--- src/rtl/cube_map_face_select_assert.svh ---
// Assertion macros shared by the cube map face selection RTL.
`ifndef CUBE_MAP_FACE_SELECT_ASSERT_SVH
`define CUBE_MAP_FACE_SELECT_ASSERT_SVH

// Whenever the antecedent holds at a clock edge, the consequent holds at the same edge.
`define CMFS_ASSERT_IMPLY(name, clk, rst, ante, cons) \
   name: assert property (@(posedge clk) disable iff (rst) (ante) |-> (cons)) \
      else $error("cube map face select: check failed");

// Whenever the antecedent holds at a clock edge, the consequent holds at the next edge.
`define CMFS_ASSERT_NEXT(name, clk, rst, ante, cons) \
   name: assert property (@(posedge clk) disable iff (rst) (ante) |=> (cons)) \
      else $error("cube map face select: check failed");

`endif

--- src/rtl/cmfs_pkg.sv ---
// Shared widths, face codes and stage records for the cube map face selection block.
package cmfs_pkg;

   localparam int COMPONENT_BITS      = 16;
   localparam int COORD_FRACTION_BITS = 16;
   localparam int COORD_BITS          = COORD_FRACTION_BITS + 1;

   localparam int REQ_DATA_BITS = ((3 * COMPONENT_BITS + 7) / 8) * 8;
   localparam int RSP_DATA_BITS = ((3 + 2 * COORD_BITS + 7) / 8) * 8;

   localparam logic [COORD_BITS-1:0] COORD_HALF = COORD_BITS'(1) << (COORD_FRACTION_BITS - 1);
   localparam logic [COORD_BITS-1:0] COORD_ONE  = COORD_BITS'(1) << COORD_FRACTION_BITS;

   typedef enum logic [2:0] {
      FACE_POS_X = 3'd0,
      FACE_NEG_X = 3'd1,
      FACE_POS_Y = 3'd2,
      FACE_NEG_Y = 3'd3,
      FACE_NEG_Z = 3'd4,
      FACE_POS_Z = 3'd5
   } face_type;

   // One request as it travels down the divider chain.
   typedef struct packed {
      face_type                          face;
      logic                              zero;
      logic                              u_sub;
      logic                              v_sub;
      logic [COMPONENT_BITS-1:0]         major;
      logic [COMPONENT_BITS-1:0]         rem_u;
      logic [COMPONENT_BITS-1:0]         rem_v;
      logic [COORD_FRACTION_BITS-1:0]    quo_u;
      logic [COORD_FRACTION_BITS-1:0]    quo_v;
   } stage_type;

   typedef struct packed {
      face_type                face;
      logic                    zero;
      logic [COORD_BITS-1:0]   coord_u;
      logic [COORD_BITS-1:0]   coord_v;
   } result_type;

endpackage

--- src/rtl/cmfs_select.sv ---
// Front stage: picks the major axis and face, and sets up both divisions.
module cmfs_select
   import cmfs_pkg::*;
(
   input  logic                              clock,
   input  logic                              reset,
   input  logic                              up_valid,
   output logic                              up_ready,
   input  logic signed [COMPONENT_BITS-1:0]  dir_x,
   input  logic signed [COMPONENT_BITS-1:0]  dir_y,
   input  logic signed [COMPONENT_BITS-1:0]  dir_z,
   output logic                              dn_valid,
   input  logic                              dn_ready,
   output stage_type                         dn_data
);

   logic                        valid_ff;
   stage_type                   data_ff;
   stage_type                   data_in;
   logic [COMPONENT_BITS:0]     wide_x;
   logic [COMPONENT_BITS:0]     wide_y;
   logic [COMPONENT_BITS:0]     wide_z;
   logic [COMPONENT_BITS-1:0]   mag_x;
   logic [COMPONENT_BITS-1:0]   mag_y;
   logic [COMPONENT_BITS-1:0]   mag_z;
   logic                        neg_x;
   logic                        neg_y;
   logic                        neg_z;

   assign neg_x = dir_x[COMPONENT_BITS-1];
   assign neg_y = dir_y[COMPONENT_BITS-1];
   assign neg_z = dir_z[COMPONENT_BITS-1];

   // One extra bit keeps the most negative component exact.
   assign wide_x = neg_x ? -{dir_x[COMPONENT_BITS-1], dir_x} : {dir_x[COMPONENT_BITS-1], dir_x};
   assign wide_y = neg_y ? -{dir_y[COMPONENT_BITS-1], dir_y} : {dir_y[COMPONENT_BITS-1], dir_y};
   assign wide_z = neg_z ? -{dir_z[COMPONENT_BITS-1], dir_z} : {dir_z[COMPONENT_BITS-1], dir_z};
   assign mag_x  = wide_x[COMPONENT_BITS-1:0];
   assign mag_y  = wide_y[COMPONENT_BITS-1:0];
   assign mag_z  = wide_z[COMPONENT_BITS-1:0];

   always_comb begin
      data_in       = '0;
      data_in.zero  = (mag_x == '0) && (mag_y == '0) && (mag_z == '0);
      // The sub flags combine the sign of the ratio with the sign the face applies to it.
      if ((mag_x > mag_y) && (mag_x > mag_z)) begin
         data_in.face  = neg_x ? FACE_NEG_X : FACE_POS_X;
         data_in.major = mag_x;
         data_in.rem_u = mag_z;
         data_in.rem_v = mag_y;
         data_in.u_sub = neg_z ^ neg_x;
         data_in.v_sub = !neg_y;
      end else if (mag_y > mag_z) begin
         data_in.face  = neg_y ? FACE_NEG_Y : FACE_POS_Y;
         data_in.major = mag_y;
         data_in.rem_u = mag_x;
         data_in.rem_v = mag_z;
         data_in.u_sub = neg_x;
         data_in.v_sub = !(neg_z ^ neg_y);
      end else begin
         data_in.face  = neg_z ? FACE_NEG_Z : FACE_POS_Z;
         data_in.major = mag_z;
         data_in.rem_u = mag_x;
         data_in.rem_v = mag_y;
         data_in.u_sub = (!neg_x && (mag_x != '0)) ^ neg_z;
         data_in.v_sub = !neg_y;
      end
   end

   assign up_ready = !valid_ff || dn_ready;

   always_ff @(posedge clock) begin
      if (reset) begin
         valid_ff <= 1'b0;
      end else if (up_ready) begin
         valid_ff <= up_valid;
      end
   end

   always_ff @(posedge clock) begin
      if (up_ready && up_valid) begin
         data_ff <= data_in;
      end
   end

   assign dn_valid = valid_ff;
   assign dn_data  = data_ff;

endmodule

--- src/rtl/cmfs_div_cell.sv ---
// Divider cell: retires one quotient bit of both the u and the v division.
module cmfs_div_cell
   import cmfs_pkg::*;
(
   input  logic        clock,
   input  logic        reset,
   input  logic        first_cell,
   input  logic        up_valid,
   output logic        up_ready,
   input  stage_type   up_data,
   output logic        dn_valid,
   input  logic        dn_ready,
   output stage_type   dn_data
);

   logic                        valid_ff;
   stage_type                   data_ff;
   stage_type                   data_in;
   logic [COMPONENT_BITS:0]     trial_u;
   logic [COMPONENT_BITS:0]     trial_v;
   logic [COMPONENT_BITS:0]     diff_u;
   logic [COMPONENT_BITS:0]     diff_v;
   logic                        bit_u;
   logic                        bit_v;

   // The first cell compares the numerator itself, since it never exceeds the divisor.
   assign trial_u = first_cell ? {1'b0, up_data.rem_u} : {up_data.rem_u, 1'b0};
   assign trial_v = first_cell ? {1'b0, up_data.rem_v} : {up_data.rem_v, 1'b0};
   assign diff_u  = trial_u - {1'b0, up_data.major};
   assign diff_v  = trial_v - {1'b0, up_data.major};
   assign bit_u   = trial_u >= {1'b0, up_data.major};
   assign bit_v   = trial_v >= {1'b0, up_data.major};

   always_comb begin
      data_in       = up_data;
      data_in.rem_u = bit_u ? diff_u[COMPONENT_BITS-1:0] : trial_u[COMPONENT_BITS-1:0];
      data_in.rem_v = bit_v ? diff_v[COMPONENT_BITS-1:0] : trial_v[COMPONENT_BITS-1:0];
      data_in.quo_u = {up_data.quo_u[COORD_FRACTION_BITS-2:0], bit_u};
      data_in.quo_v = {up_data.quo_v[COORD_FRACTION_BITS-2:0], bit_v};
   end

   assign up_ready = !valid_ff || dn_ready;

   always_ff @(posedge clock) begin
      if (reset) begin
         valid_ff <= 1'b0;
      end else if (up_ready) begin
         valid_ff <= up_valid;
      end
   end

   always_ff @(posedge clock) begin
      if (up_ready && up_valid) begin
         data_ff <= data_in;
      end
   end

   assign dn_valid = valid_ff;
   assign dn_data  = data_ff;

endmodule

--- src/rtl/cmfs_output.sv ---
// Output stage: offsets the quotients from the face center and holds the response.
module cmfs_output
   import cmfs_pkg::*;
(
   input  logic         clock,
   input  logic         reset,
   input  logic         up_valid,
   output logic         up_ready,
   input  stage_type    up_data,
   output logic         dn_valid,
   input  logic         dn_ready,
   output result_type   dn_data
);

   logic                    valid_ff;
   result_type              data_ff;
   result_type              data_in;
   logic [COORD_BITS-1:0]   quo_u;
   logic [COORD_BITS-1:0]   quo_v;

   assign quo_u = {1'b0, up_data.quo_u};
   assign quo_v = {1'b0, up_data.quo_v};

   always_comb begin
      data_in.face = up_data.face;
      data_in.zero = up_data.zero;
      if (up_data.zero) begin
         data_in.coord_u = COORD_HALF;
         data_in.coord_v = COORD_HALF;
      end else begin
         data_in.coord_u = up_data.u_sub ? COORD_HALF - quo_u : COORD_HALF + quo_u;
         data_in.coord_v = up_data.v_sub ? COORD_HALF - quo_v : COORD_HALF + quo_v;
      end
   end

   assign up_ready = !valid_ff || dn_ready;

   always_ff @(posedge clock) begin
      if (reset) begin
         valid_ff <= 1'b0;
      end else if (up_ready) begin
         valid_ff <= up_valid;
      end
   end

   always_ff @(posedge clock) begin
      if (up_ready && up_valid) begin
         data_ff <= data_in;
      end
   end

   assign dn_valid = valid_ff;
   assign dn_data  = data_ff;

endmodule

--- src/rtl/cube_map_face_select.sv ---
// Top level of the cube map face selection block.
// Each request is a direction vector; the block answers with its cube face and the (u, v)
// texture coordinates on that face, one response per request, in order. It takes one
// request per clock while rsp_tready does not stall it; each request passes through the
// face choice register, one divider cell per quotient bit and then the output register.
// Every stage has its own valid bit, so empty stages keep taking requests while a response
// waits.
`include "cube_map_face_select_assert.svh"

module cube_map_face_select
   import cmfs_pkg::*;
(
   input  logic                       clock,
   input  logic                       reset,
   input  logic                       req_tvalid,
   output logic                       req_tready,
   // dir_x, dir_y, dir_z (signed), zero fill
   input  logic [REQ_DATA_BITS-1:0]   req_tdata,
   output logic                       rsp_tvalid,
   input  logic                       rsp_tready,
   // face, coord_u, coord_v, zero fill
   output logic [RSP_DATA_BITS-1:0]   rsp_tdata,
   // zero_direction
   output logic                       rsp_tuser
);

   stage_type    chain_data  [0:COORD_FRACTION_BITS];
   logic         chain_valid [0:COORD_FRACTION_BITS];
   logic         chain_ready [0:COORD_FRACTION_BITS];
   result_type   rsp_data;

   cmfs_select u_select (
      .clock    (clock),
      .reset    (reset),
      .up_valid (req_tvalid),
      .up_ready (req_tready),
      .dir_x    (req_tdata[COMPONENT_BITS-1:0]),
      .dir_y    (req_tdata[2*COMPONENT_BITS-1:COMPONENT_BITS]),
      .dir_z    (req_tdata[3*COMPONENT_BITS-1:2*COMPONENT_BITS]),
      .dn_valid (chain_valid[0]),
      .dn_ready (chain_ready[0]),
      .dn_data  (chain_data[0])
   );

   for (genvar i = 0; i < COORD_FRACTION_BITS; i++) begin : g_cell
      cmfs_div_cell u_cell (
         .clock      (clock),
         .reset      (reset),
         .first_cell (i == 0),
         .up_valid   (chain_valid[i]),
         .up_ready   (chain_ready[i]),
         .up_data    (chain_data[i]),
         .dn_valid   (chain_valid[i+1]),
         .dn_ready   (chain_ready[i+1]),
         .dn_data    (chain_data[i+1])
      );
   end

   cmfs_output u_output (
      .clock    (clock),
      .reset    (reset),
      .up_valid (chain_valid[COORD_FRACTION_BITS]),
      .up_ready (chain_ready[COORD_FRACTION_BITS]),
      .up_data  (chain_data[COORD_FRACTION_BITS]),
      .dn_valid (rsp_tvalid),
      .dn_ready (rsp_tready),
      .dn_data  (rsp_data)
   );

   assign rsp_tdata = RSP_DATA_BITS'({rsp_data.coord_v, rsp_data.coord_u, rsp_data.face});
   assign rsp_tuser = rsp_data.zero;

   `CMFS_ASSERT_IMPLY(a_face_code, clock, reset, rsp_tvalid, rsp_data.face <= FACE_POS_Z)
   `CMFS_ASSERT_IMPLY(a_zero_center, clock, reset, rsp_tvalid && rsp_tuser,
      rsp_data.coord_u == COORD_HALF && rsp_data.coord_v == COORD_HALF && rsp_data.face == FACE_POS_Z)
   `CMFS_ASSERT_IMPLY(a_coord_range, clock, reset, rsp_tvalid,
      rsp_data.coord_u <= COORD_ONE && rsp_data.coord_v <= COORD_ONE)
   `CMFS_ASSERT_IMPLY(a_ready_when_drained, clock, reset, !rsp_tvalid, req_tready)

endmodule
--- config.mk ---
export PLATFORM = sky130hd
export DESIGN_NAME = cube_map_face_select
export DESIGN_NICKNAME = d
export VERILOG_FILES = /design/src/rtl/cmfs_pkg.sv /design/src/rtl/cmfs_select.sv /design/src/rtl/cmfs_div_cell.sv /design/src/rtl/cmfs_output.sv /design/src/rtl/cube_map_face_select.sv
export VERILOG_INCLUDE_DIRS = /design/src /design/src/rtl
export SDC_FILE = /design/constraint.sdc
export NUM_CORES = 2
export LEC_CHECK = 0
export BUFFER_PORTS_ARGS = -buffer_cell sky130_fd_sc_hd__buf_2
export CAP_MARGIN = 10
export CELL_PAD_IN_SITES_DETAIL_PLACEMENT = 0
export CELL_PAD_IN_SITES_GLOBAL_PLACEMENT = 1
export CORE_MARGIN = 5
export CORE_UTILIZATION = 31
export DETAILED_ROUTE_END_ITERATION = 10
export PLACE_DENSITY = 0.49
export SYNTH_ARGS = -nofsm -noshare
export SYNTH_HDL_FRONTEND = slang
export SYNTH_HIERARCHICAL = 1
export SYNTH_SLANG_ARGS = --single-unit
export TNS_END_PERCENT = 1
--- constraint.sdc ---
create_clock -name clock -period 16 [get_ports clock]
set_input_delay 1.6 -clock clock [delete_from_list [all_inputs] [get_ports clock]]
set_output_delay 1.6 -clock clock [all_outputs]
set_load 0.005 [all_outputs]
==> key figures <==
Outcome
  • Status: completed

Critical path
  • Worst path max stage delay: 0.26 ns
  • Beginning of the critical path: rsp_tready
  • CP dominant cell by count: nand2b_1
  • Worst setup EP type: output port
  • R2r setup slk: between 10 and 15 ns
  • Crit path max-delay cell type: nand2b_1
  • Critical path, cell by cell: buf_2 > nand2b_1 > nand2b_1 > nand2b_1 > nand2b_1 > nand2b_1 > nand2b_1 > nand2b_1 > nand2b_1 > nand2b_1 > nand2b_1 > nand2b_1 > nand2b_1 > nand2b_1 > nand2b_1 > nand2b_1 > nand2b_1 > nand2b_1 > nand2b_1 > buf_2
  • Worst EP arrival: roughly 5.5 ns
  • CP Max Fanout: 3
  • Critical R2R Launch: u_output/dn_valid
  • Worst EP required: ~14 ns
  • WS Path Type: in -> out
  • CP Launch Type: input port

Route
  • Via count: ~52000
  • Iteration-0 DRC count of the detailed router: 3274
  • Vias per inst: slightly above 5
  • Avg WL per Cell: 22.8 µm
  • Drt total wl: 235 mm
  • TritonRoute pass-1 iters: 5
  • DRC: 0
  • ANT nets after route: 0

Timing
  • Clock skew: just over 0.06 ns
  • Final hold vios: 0
  • Hold WS: 0.410 ns
  • Tcrit/Tclk final: about 44%
  • Slew @ Worst Pin: roughly 1.1 ns
  • Tmin final: around 7.1 ns
  • Final setup fails: 0
  • Relative slew margins: roughly a quarter
  • Unrepaired setup endpoints after global routing: no
  • Pins over their slew limit: 0
  • Setup TNS Final: 0 ns
  • Fmax achieved: approximately 140 MHz

Placement
  • Cell total after placement: 10052
  • IO Port Bufs: 91
  • Post-DP HPWL: around 190 mm
  • Gp weighted congestion: between 0.8 and 0.9

Worst hold path
  • Hold Path Origin: g_cell[14].u_cell/dn_data[11]
  • Hold Path Class: reg -> reg

Power
  • Max IR drop VDD: approximately 99 µV
  • Power Density: 98.8 mW/mm²
  • Leak pwr: 32.7 nW

Final layout
  • Final Util: around a third
  • Commonest non-fill, non-tap cell in the layout: edfxtp_1
  • Area Overhead vs Synth: 11.2%
  • Layout net count: 7494
  • Non-filler cells, final: about 10000
  • Commonest cells after routing, fill and taps aside: edfxtp_1 (1180), mux2_2 (702), ha_1 (560)
  • Proportion of layout cells with a drive suffix above 1: 18.4%

Clocking
  • Hold Buf Count CTS: 0
  • Root buffer cell: clkbuf_16
  • Clock sinks: between 1000 and 1500
  • Post-CTS resize count: 0
  • CTS clk-pin slew, worst paths: 0.06 ns
  • Post-CTS setup buffer count: 0
  • TritonCTS Buffers: ~150
  • Insertion delay to the later sink of the worst-skew pair: between 0.7 and 0.8 ns
  • Clock Tree Buf Depth: 3
  • CTS tree: done
  • H-Tree Depth: 4

Global routing
  • Global-route wire length before repair: about 350 mm
  • GR Util All Layers: 17.4%
  • Global route total overflow: 0
  • Vias in the first global route: approximately 53000
  • Largest net degree at the start of global routing: 79
  • Initial antenna violation count: 25

Die
  • Die ar.: between 0.2 and 0.3 mm²
  • Die W: 513 µm
  • Initial Util: between 30% and 40%
  • Die Ht: between 500 and 600 µm
  • Rows: ~180
  • Placeable Area: approximately 0.25 mm²
  • Number of top-level pins: 95

Synth
  • Mean post-synth cell area: between 10 and 15 µm²
  • Post-synthesis instance total: 6759
  • Synthesized area: slightly below 0.08 mm²
  • YS warnings: 6

Run
  • Max-Cap Viols: 0
==> cell type report <==
type | count | area [µm²]
timing repair buffer | 127 | 726
clock buffer | 172 | 3800
sequential | 1198 | 35800
antenna | 3 | 7.51
multi-input combinational | 4922 | 39800
clock inverter | 97 | 1210
fill | 24856 | 164000
tap | 3348 | 4190
inverter | 457 | 1720
==> worst max-delay path: cells and delay by family <==
| family | cells | cell delay, ns |
|---|---|---|
| simple gates | 18 | 3.64 |
| buf+inv | 2 | 0.24 |
==> metrics by stage <==
stage               power (mW)  cell area, µm²  setup slack [ns]
finish                    8.62           87200              8.92
floorplan                 4.77           78500             10.02
global placement          5.24           82200              8.92
CTS                       8.73           87200              8.89
detailed placement        5.23           82200              8.94
global route              9.02           87200              8.67
==> state kept, by name, indices dropped and copies added (netlist names) <==
name,cells
u_select/dn_valid,1
g_cell.u_cell/dn_valid,16
u_output/dn_data,38
u_select/dn_data,54
u_output/dn_valid,1
g_cell.u_cell/dn_data,1088
==> metal layers <==
metal	global-route usage [%]	part of all wire (%)	vias up
met5	0	0.031	-
met4	4.07	2.3	12
met3	2.53	3.7	259
met2	27.6	45	849
met1	25.1	49	25598
li1	-	-	25714
==> power by group <==
part	total, mW	leakage (nW)	internal [mW]	switching (mW)
Combinational	1.58	19.4	0.649	0.934
Clock	3.42	2.39	2.01	1.42
Sequential	3.61	10.8	3.54	0.0701
==> final timing paths <==
| check | to | depth (start not counted) |
|---|---|---|
| hold reg to reg | g_cell[15].u_cell/dn_data[12] | 0 |
| setup reg to reg | u_select/dn_data[59] | 20 |
| setup / recovery | req_tready | 20 |
| hold / removal | g_cell[15].u_cell/dn_data[12] | 0 |
(Power assumes the default switching activity.)
